**src/hdl/mes_pkg.sv**
```systemverilog
package mes_pkg;

  localparam int RADIUS_BITS = 10;

  localparam int CEN_W   = 11;
  localparam int PIX_W   = 12;
  localparam int CFG_W   = (RADIUS_BITS > CEN_W) ? RADIUS_BITS : CEN_W;
  localparam int IDX_W   = 2;
  localparam int STEP_W  = RADIUS_BITS + 1;
  localparam int SQ_W    = 2 * RADIUS_BITS;
  localparam int TX_W    = RADIUS_BITS + 2;
  localparam int MA_W    = 2 * RADIUS_BITS + 4;
  localparam int MB_W    = 2 * RADIUS_BITS;
  localparam int PROD_W  = MA_W + MB_W;
  localparam int SLOPE_W = 3 * RADIUS_BITS + 2;
  localparam int DEC_W   = 4 * RADIUS_BITS + 8;

  typedef enum logic [IDX_W-1:0] {
    REG_RADIUS_X = 2'd0,
    REG_RADIUS_Y = 2'd1,
    REG_CENTRE_X = 2'd2,
    REG_CENTRE_Y = 2'd3
  } cfg_reg_e;

  typedef enum logic [14:0] {
    S_IDLE  = 15'b000000000000001,
    S_RX2   = 15'b000000000000010,
    S_RY2   = 15'b000000000000100,
    S_RXY   = 15'b000000000001000,
    S_INIT  = 15'b000000000010000,
    S_CAPRY = 15'b000000000100000,
    S_STEP  = 15'b000000001000000,
    S_TX2   = 15'b000000010000000,
    S_YM2   = 15'b000000100000000,
    S_PA    = 15'b000001000000000,
    S_PB    = 15'b000010000000000,
    S_PC    = 15'b000100000000000,
    S_SUM   = 15'b001000000000000,
    S_ROUND = 15'b010000000000000,
    S_EMIT  = 15'b100000000000000
  } state_e;

  typedef struct packed {
    logic [MA_W-1:0] a;
    logic [MB_W-1:0] b;
  } mul_req_t;

  // divide by four, half away from zero
  function automatic logic [DEC_W-1:0] quarter_round(logic [DEC_W-1:0] q);
    logic [DEC_W-1:0] m;
    m = '0;
    if (q[DEC_W-1]) begin
      m = -q;
      return -((m + DEC_W'(2)) >> 2);
    end
    return (q + DEC_W'(2)) >> 2;
  endfunction

endpackage

```
**src/hdl/mes_mul.sv**
```systemverilog
module mes_mul (
  input  logic                         clk_i,
  input  mes_pkg::mul_req_t            req_i,
  output logic [mes_pkg::PROD_W-1:0]   prod_o
);

  logic [mes_pkg::PROD_W-1:0] prod_q;

  always_ff @(posedge clk_i) begin
    prod_q <= mes_pkg::PROD_W'(req_i.a) * mes_pkg::PROD_W'(req_i.b);
  end

  assign prod_o = prod_q;

endmodule

```
**src/hdl/midpoint_ellipse_stepper.sv**
```systemverilog
// A restart or plain step forms rx^2 and ry^2 afresh on the shared multiplier before
// its result is valid; a step that enters region two also forms the region-two
// decision products. An advance after the walk has finished uses no multiplier. A new
// request is stalled until the sequencer has returned to idle after emitting a result.
// Reset: radii and centre clear to zero, walk state clears with finished set,
// no result pending.
module midpoint_ellipse_stepper (
  input  logic                              clk_i,
  input  logic                              rst_ni,
  input  logic                              cfg_we_i,
  input  logic [mes_pkg::IDX_W-1:0]         cfg_idx_i,
  input  logic [mes_pkg::CFG_W-1:0]         cfg_data_i,
  input  logic                              in_valid_i,
  output logic                              in_stall_o,
  input  logic                              restart_i,
  output logic                              out_valid_o,
  input  logic                              out_stall_i,
  output logic signed [mes_pkg::PIX_W-1:0]  pix_a_x_o,
  output logic signed [mes_pkg::PIX_W-1:0]  pix_a_y_o,
  output logic signed [mes_pkg::PIX_W-1:0]  pix_b_x_o,
  output logic signed [mes_pkg::PIX_W-1:0]  pix_b_y_o,
  output logic signed [mes_pkg::PIX_W-1:0]  pix_c_x_o,
  output logic signed [mes_pkg::PIX_W-1:0]  pix_c_y_o,
  output logic signed [mes_pkg::PIX_W-1:0]  pix_d_x_o,
  output logic signed [mes_pkg::PIX_W-1:0]  pix_d_y_o,
  output logic                              in_region_two_o,
  output logic                              last_point_o
);

  localparam int R   = mes_pkg::RADIUS_BITS;
  localparam int SW  = mes_pkg::STEP_W;
  localparam int DW  = mes_pkg::DEC_W;
  localparam int LW  = mes_pkg::SLOPE_W;
  localparam int PW  = mes_pkg::PIX_W;

  mes_pkg::state_e state_q, state_d;

  logic [R-1:0]                      radius_x_q, radius_y_q;
  logic signed [mes_pkg::CEN_W-1:0]  centre_x_q, centre_y_q;

  logic [SW-1:0]  step_x_q, step_y_q;
  logic [DW-1:0]  decision_q;
  logic [LW-1:0]  x_slope_q, y_slope_q;
  logic           region_q, finished_q;
  logic           restart_q;

  logic [mes_pkg::SQ_W-1:0]  rx2_q, ry2_q, ym2_q;
  logic [mes_pkg::MA_W-1:0]  tx2_q;
  logic [DW-1:0]             acc_q;

  logic                       out_valid_q;
  logic [PW-1:0]              pax_q, pay_q, pbx_q, pby_q, pcx_q, pcy_q, pdx_q, pdy_q;
  logic                       reg2_out_q, last_out_q;

  mes_pkg::mul_req_t          mul_req;
  logic [mes_pkg::PROD_W-1:0] prod;

  logic                       in_acc, emit_go;
  logic [mes_pkg::TX_W-1:0]   tx;
  logic [SW-1:0]              ym;

  logic [SW-1:0]  nx, ny;
  logic [LW-1:0]  nxs, nys;
  logic [DW-1:0]  ndec;
  logic           r1_step;

  mes_mul u_mul (
    .clk_i  (clk_i),
    .req_i  (mul_req),
    .prod_o (prod)
  );

  assign in_stall_o = (state_q != mes_pkg::S_IDLE);
  assign in_acc     = in_valid_i && !in_stall_o;
  assign emit_go    = (state_q == mes_pkg::S_EMIT) && (!out_valid_q || !out_stall_i);

  assign tx = {step_x_q, 1'b1};
  assign ym = step_y_q - SW'(1);

  always_comb begin
    mul_req = '0;
    unique case (state_q)
      mes_pkg::S_RX2: begin
        mul_req.a = mes_pkg::MA_W'(radius_x_q);
        mul_req.b = mes_pkg::MB_W'(radius_x_q);
      end
      mes_pkg::S_RY2: begin
        mul_req.a = mes_pkg::MA_W'(radius_y_q);
        mul_req.b = mes_pkg::MB_W'(radius_y_q);
      end
      mes_pkg::S_RXY: begin
        mul_req.a = mes_pkg::MA_W'(rx2_q);
        mul_req.b = mes_pkg::MB_W'(radius_y_q);
      end
      mes_pkg::S_TX2: begin
        mul_req.a = mes_pkg::MA_W'(tx);
        mul_req.b = mes_pkg::MB_W'(tx);
      end
      mes_pkg::S_YM2: begin
        mul_req.a = mes_pkg::MA_W'(ym);
        mul_req.b = mes_pkg::MB_W'(ym);
      end
      mes_pkg::S_PA: begin
        mul_req.a = tx2_q;
        mul_req.b = ry2_q;
      end
      mes_pkg::S_PB: begin
        mul_req.a = mes_pkg::MA_W'(ym2_q);
        mul_req.b = rx2_q;
      end
      mes_pkg::S_PC: begin
        mul_req.a = mes_pkg::MA_W'(rx2_q);
        mul_req.b = ry2_q;
      end
      default: mul_req = '0;
    endcase
  end

  // one walk step, region one or two
  always_comb begin
    nx      = step_x_q;
    ny      = step_y_q;
    nxs     = x_slope_q;
    nys     = y_slope_q;
    ndec    = decision_q;
    r1_step = !region_q && (x_slope_q < y_slope_q);
    if (r1_step) begin
      nx  = step_x_q + SW'(1);
      nxs = x_slope_q + (LW'(ry2_q) << 1);
      if (decision_q[DW-1]) begin
        ndec = decision_q + DW'(ry2_q) + DW'(nxs);
      end else begin
        ny   = step_y_q - SW'(1);
        nys  = y_slope_q - (LW'(rx2_q) << 1);
        ndec = decision_q + DW'(ry2_q) + DW'(nxs) - DW'(nys);
      end
    end else if (region_q && (step_y_q != '0)) begin
      ny  = step_y_q - SW'(1);
      nys = y_slope_q - (LW'(rx2_q) << 1);
      if (!decision_q[DW-1] && (decision_q != '0)) begin
        ndec = decision_q + DW'(rx2_q) - DW'(nys);
      end else begin
        nx   = step_x_q + SW'(1);
        nxs  = x_slope_q + (LW'(ry2_q) << 1);
        ndec = decision_q + DW'(rx2_q) - DW'(nys) + DW'(nxs);
      end
    end
  end

  always_comb begin
    state_d = state_q;
    unique case (state_q)
      mes_pkg::S_IDLE: begin
        if (in_acc) begin
          if (!restart_i && finished_q) state_d = mes_pkg::S_EMIT;
          else                          state_d = mes_pkg::S_RX2;
        end
      end
      mes_pkg::S_RX2:   state_d = mes_pkg::S_RY2;
      mes_pkg::S_RY2:   state_d = restart_q ? mes_pkg::S_RXY : mes_pkg::S_CAPRY;
      mes_pkg::S_RXY:   state_d = mes_pkg::S_INIT;
      mes_pkg::S_INIT:  state_d = mes_pkg::S_EMIT;
      mes_pkg::S_CAPRY: state_d = mes_pkg::S_STEP;
      mes_pkg::S_STEP: begin
        if (!region_q && !r1_step) state_d = mes_pkg::S_TX2;
        else                       state_d = mes_pkg::S_EMIT;
      end
      mes_pkg::S_TX2:   state_d = mes_pkg::S_YM2;
      mes_pkg::S_YM2:   state_d = mes_pkg::S_PA;
      mes_pkg::S_PA:    state_d = mes_pkg::S_PB;
      mes_pkg::S_PB:    state_d = mes_pkg::S_PC;
      mes_pkg::S_PC:    state_d = mes_pkg::S_SUM;
      mes_pkg::S_SUM:   state_d = mes_pkg::S_ROUND;
      mes_pkg::S_ROUND: state_d = mes_pkg::S_STEP;
      mes_pkg::S_EMIT: begin
        if (emit_go) state_d = mes_pkg::S_IDLE;
      end
      default: state_d = mes_pkg::S_IDLE;
    endcase
  end

  always_ff @(posedge clk_i or negedge rst_ni) begin
    if (!rst_ni) begin
      state_q    <= mes_pkg::S_IDLE;
      radius_x_q <= '0;
      radius_y_q <= '0;
      centre_x_q <= '0;
      centre_y_q <= '0;
      step_x_q   <= '0;
      step_y_q   <= '0;
      decision_q <= '0;
      x_slope_q  <= '0;
      y_slope_q  <= '0;
      region_q   <= 1'b0;
      finished_q <= 1'b1;
      restart_q  <= 1'b0;
      out_valid_q <= 1'b0;
    end else begin
      state_q <= state_d;

      if (cfg_we_i) begin
        unique case (cfg_idx_i)
          mes_pkg::REG_RADIUS_X: radius_x_q <= cfg_data_i[R-1:0];
          mes_pkg::REG_RADIUS_Y: radius_y_q <= cfg_data_i[R-1:0];
          mes_pkg::REG_CENTRE_X: centre_x_q <= $signed(cfg_data_i[mes_pkg::CEN_W-1:0]);
          mes_pkg::REG_CENTRE_Y: centre_y_q <= $signed(cfg_data_i[mes_pkg::CEN_W-1:0]);
          default: ;
        endcase
      end

      if (in_acc) restart_q <= restart_i;

      if (state_q == mes_pkg::S_INIT) begin
        step_x_q   <= '0;
        step_y_q   <= SW'(radius_y_q);
        x_slope_q  <= '0;
        y_slope_q  <= LW'(prod) << 1;
        decision_q <= mes_pkg::quarter_round((DW'(ry2_q) << 2) - (DW'(prod) << 2)
                                             + DW'(rx2_q));
        region_q   <= 1'b0;
        finished_q <= (radius_y_q == '0);
      end else if (state_q == mes_pkg::S_ROUND) begin
        decision_q <= mes_pkg::quarter_round(acc_q);
        region_q   <= 1'b1;
      end else if ((state_q == mes_pkg::S_STEP) && (region_q || r1_step)) begin
        step_x_q   <= nx;
        step_y_q   <= ny;
        x_slope_q  <= nxs;
        y_slope_q  <= nys;
        decision_q <= ndec;
        finished_q <= (ny == '0);
      end

      if (emit_go)                         out_valid_q <= 1'b1;
      else if (out_valid_q && !out_stall_i) out_valid_q <= 1'b0;
    end
  end

  // datapath scratch, no reset
  always_ff @(posedge clk_i) begin
    unique case (state_q)
      mes_pkg::S_RY2:   rx2_q <= mes_pkg::SQ_W'(prod);
      mes_pkg::S_RXY:   ry2_q <= mes_pkg::SQ_W'(prod);
      mes_pkg::S_CAPRY: ry2_q <= mes_pkg::SQ_W'(prod);
      mes_pkg::S_YM2:   tx2_q <= mes_pkg::MA_W'(prod);
      mes_pkg::S_PA:    ym2_q <= mes_pkg::SQ_W'(prod);
      mes_pkg::S_PB:    acc_q <= DW'(prod);
      mes_pkg::S_PC:    acc_q <= acc_q + (DW'(prod) << 2);
      mes_pkg::S_SUM:   acc_q <= acc_q - (DW'(prod) << 2);
      default: ;
    endcase

    if (emit_go) begin
      pax_q      <= PW'(centre_x_q) + PW'(step_x_q);
      pay_q      <= PW'(centre_y_q) + PW'(step_y_q);
      pbx_q      <= PW'(centre_x_q) - PW'(step_x_q);
      pby_q      <= PW'(centre_y_q) + PW'(step_y_q);
      pcx_q      <= PW'(centre_x_q) - PW'(step_x_q);
      pcy_q      <= PW'(centre_y_q) - PW'(step_y_q);
      pdx_q      <= PW'(centre_x_q) + PW'(step_x_q);
      pdy_q      <= PW'(centre_y_q) - PW'(step_y_q);
      reg2_out_q <= region_q;
      last_out_q <= finished_q;
    end
  end

  assign out_valid_o     = out_valid_q;
  assign pix_a_x_o       = $signed(pax_q);
  assign pix_a_y_o       = $signed(pay_q);
  assign pix_b_x_o       = $signed(pbx_q);
  assign pix_b_y_o       = $signed(pby_q);
  assign pix_c_x_o       = $signed(pcx_q);
  assign pix_c_y_o       = $signed(pcy_q);
  assign pix_d_x_o       = $signed(pdx_q);
  assign pix_d_y_o       = $signed(pdy_q);
  assign in_region_two_o = reg2_out_q;
  assign last_point_o    = last_out_q;

  a_busy_after_accept: assert property (@(posedge clk_i) disable iff (!rst_ni)
    in_acc |=> in_stall_o)
    else $error("request accepted but sequencer still idle");

  a_finished_at_axis: assert property (@(posedge clk_i) disable iff (!rst_ni)
    finished_q |-> (step_y_q == '0))
    else $error("walk finished with y not at zero");

  a_y_monotonic: assert property (@(posedge clk_i) disable iff (!rst_ni)
    (state_q != mes_pkg::S_INIT) |=> (step_y_q <= $past(step_y_q)))
    else $error("y grew outside a restart");

  a_region_leaves_on_restart: assert property (@(posedge clk_i) disable iff (!rst_ni)
    $fell(region_q) |-> ($past(state_q) == mes_pkg::S_INIT))
    else $error("region two left without a restart");

endmodule
```
**config.mk**
```make
export PLATFORM = sky130hd
export DESIGN_NAME = midpoint_ellipse_stepper
export DESIGN_NICKNAME = d
export VERILOG_FILES = /design/src/hdl/mes_pkg.sv /design/src/hdl/mes_mul.sv /design/src/hdl/midpoint_ellipse_stepper.sv
export SDC_FILE = /design/constraint.sdc
export NUM_CORES = 2
export LEC_CHECK = 0
export ABC_AREA = 1
export BUFFER_PORTS_ARGS = -buffer_cell sky130_fd_sc_hd__clkbuf_2
export CAP_MARGIN = 20
export CORE_ASPECT_RATIO = 1.25
export CORE_MARGIN = 2
export CORE_UTILIZATION = 55
export DETAILED_ROUTE_END_ITERATION = 8
export PLACE_DENSITY = 0.71
export SYNTH_ARGS = -nofsm -noshare
export SYNTH_HDL_FRONTEND = slang
export SYNTH_SLANG_ARGS = --single-unit
```
**constraint.sdc**
```tcl
create_clock -name clk_i -period 34.9 [get_ports clk_i]
set_input_delay 3.49 -clock clk_i [delete_from_list [all_inputs] [get_ports clk_i]]
set_output_delay 3.49 -clock clk_i [all_outputs]
set_load 0.05 [all_outputs]
```
==> metrics.txt <==
outcome=finished clean; Crit path top cell by count=inv_1; XOR/XNOR Fraction of Synth Area=6.49%; root buffer cell=clkbuf_16; r2r worst-path depth=38; top cell type's share of synthesized area=13.8%; Reg power frac=8.8%; Slew Limit Headroom=18.3%; routability congestion estimate=1.01; synth warn=0; post-placement cell count=10855; switch share=61.3%; Period Utilization, post-route=31.4%; most common cell in the netlist=nand2_1; IO Count=119; #FFs+latches synth=417; fin util=58.7%; nets=10357; CP Max Fanout=15; Post-Syn Area per Cell=6.88 um^2; DIE WIDTH=310 um; Hold Buf Count CTS=0; Reg-to-Reg Start=state_q[8]$_DFFE_PN0P_; iteration count of the initial detailed-routing pass=6; initial drt markers=6760; P_sw=4.49 mW; Max Clock Freq=91.1 MHz; clk sinks=417; vias in the first global route=63680; Cell Area, Synth=0.0642 mm^2; Slew @ Worst Pin=1.23 ns; largest family of logic cells by synthesized area=simple AND/OR/NAND/NOR gates; Fillers=11329; GRT Total Usage=41.7%; TritonCTS clock tree=done; total die area=0.120 mm^2; # setup viols final=0; Yosys top cell by area=fa_1; post-synthesis mux area share=0.0312%; Layout Cells excl Fill=10954; Int Pwr=2.84 mW; DRT Wirelength=250 mm; grt ovf=0; Starting Density=55.3%; Worst Path Required=35.44 ns; Vias/cell=5.90; Compound-Gate Fraction of Synth Area=13.0%; post-CTS sizing=0; Min Hold Slack=0.503 ns; Comb pwr share=83.5%; height of the die=386 um; synth cell count leaders=2121 x nand2_1, 1664 x inv_1, 894 x nor2_1; Worst setup SP type=flop; worst-skew pair later-pin latency=0.67 ns; initial antenna violation count=8; Worst Hold Class=reg -> reg; EDFF count, synth=180; Max IR drop VDD=0.000224 V; Max stage delay on crit path=0.78 ns; clk_skew=0.0588 ns; Worst Hold Depth=1; Post-CTS Setup Repair Bufs=0; routed len/inst=22.8 um; adder-cell share of the synthesized area=24.5%; Power per Cell Area=108 mW/mm^2; min Tclk post-route=10.97 ns; Clk pwr share=7.7%; reg2reg setup slack=23.93 ns; worst min-delay path endpoint=state_q[5]$_DFFE_PN0P_; Clock transition at path regs=0.07 ns; final hold vios=0; leakage=35.2 nW; Total Neg Setup Slack=0 ns; final worst slack=23.93 ns; TritonCTS Buffers=49; global-route wire length before repair=376 mm; Slew Limit Fails=0; ratio of cells with drive above 1 in the final layout=5.95%; HPWL Detailed=207 mm; pin count of the biggest net entering global routing=98; main flop type after synthesis=dfrtp_1; row count=140; Simple-Gate Fraction of Synth Area=26.8%; Max H-tree Level=2; Setup Crit Path Kind=reg -> reg; Post-synth ARST share=46.3%; core area=0.116 mm^2; Critical R2R Capture=u_mul.prod_o[42]$_DFF_P_; Slowest-stage cell, CP=nor4_1; RSZ-0062 raised after global routing=no; Hold Startpoint=restart_q$_DFFE_PN0P_; Post-route DRC=0; pre-CTS WS=24.20 ns; Setup crit end kind=flop; DRT antenna net count=0; Synth Instances=9339; DR vias=64642; CP arrival=11.51 ns; Area Overhead vs Synth=6.16%; synth unique cells=78; max cap viols=0; I/O Buffers=118; Area contributors post-synth=fa_1 14%, nand2_1 12%, ha_1 11%; sequential share of the synthesized area=17.3%; clk buf depth=3
-- flip-flops by register name (all words and copies together), names as in the netlist, 12 cells and up --
register and cells:
rx2_q 20, y_slope_q 31, pix_b_y_o 12, pix_c_x_o 12
state_q 15, ym2_q 20, decision_q 48, ry2_q 20
tx2_q 24, u_mul.prod_o 44, x_slope_q 31, acc_q 48
-- critical path: cells and delay by family, from the launching register on --
family / cells / cell delay (ns)
flops: 1 / 0.40
xor+xnor: 1 / 0.15
simple gates: 10 / 2.37
buf+inv: 11 / 1.88
fa+ha+maj: 8 / 4.01
compound gates: 8 / 2.03
-- layout by cell type, fill, tap and decap left out, types with 67 or more instances in the layout --
cell type,synthesis,routed
nand2_1,2121,2119
nor3_1,122,118
dfrtp_1,191,190
inv_1,1664,1663
nor2_1,894,892
xor2_1,355,355
fa_1,443,443
buf_4,50,82
a31oi_1,80,80
edfxtp_1,180,180
ha_1,550,550
o21ai_0,519,519
o211ai_1,67,67
a21oi_1,527,526
nand4_1,138,138
nand3_1,428,428
xnor2_1,119,119
clkbuf_2,0,117
nand2_2,69,71
-- per-layer routing --
metal	track usage [%]	part of all wire, %	vias up
met4	21.7	6.1	10
met5	0	0.022	-
met2	67.6	45	3099
met1	54.0	40	30918
li1	-	-	29888
met3	6.07	9.0	727
-- logic make-up (layout without fill, tap and decap cells) --
family                     Yosys count  in the layout
AOI/OAI and AO/OA                 1467           1467
xor gates and xnor gates           475            475
adders and majority gates          993            993
buffers and inverters             1978           2022
DFF                                417            417
muxes                                2              2
other                                1             10
and+or+nand+nor                   4006           4006
-- cell type report --
type	instances	area (um^2)	area share, %
Clock inverter	22	270	0.396
Tap cell	1562	1950	2.87
Clock buffer	70	1470	2.16
Sequential cell	417	11100	16.3
Inverter	1729	6490	9.52
Timing Repair Buffer	201	1240	1.82
Multi-Input combinational cell	6947	45600	66.9
Antenna cell	6	15.0	0.0220
-- how the worst max path moves through the flow --
stage	startpoint	endpoint	slack [ns]	cells past startpoint
finish	state_q[8]$_DFFE_PN0P_	u_mul.prod_o[42]$_DFF_P_	23.93	38
global route	state_q[10]$_DFFE_PN0P_	u_mul.prod_o[42]$_DFF_P_	23.22	39
CTS	state_q[10]$_DFFE_PN0P_	u_mul.prod_o[42]$_DFF_P_	24.17	38
detailed placement	state_q[10]$_DFFE_PN0P_	u_mul.prod_o[42]$_DFF_P_	24.20	38
global placement	state_q[0]$_DFFE_PN1P_	u_mul.prod_o[42]$_DFF_P_	24.41	38
floorplan	state_q[8]$_DFFE_PN0P_	u_mul.prod_o[41]$_DFF_P_	23.68	46
-- power by group through the flow --
stage                     Sequential [mW]  Clock (mW)  Combinational (mW)
after floorplan                     0.616           0                4.22
after CTS                           0.640       0.564                5.96
after detailed placement            0.649           0                5.92
after global placement              0.648           0                5.88
after global routing                0.647       0.581                6.72
final                               0.644       0.564                6.12
-- through the flow --
step | instance area, um^2 | total power, mW
floorplan | 64200 | 4.84
global placement | 66400 | 6.53
detailed placement | 66400 | 6.57
CTS | 68100 | 7.17
global route | 68200 | 7.95
finish | 68200 | 7.33
Power figures use the tool's default switching activity.
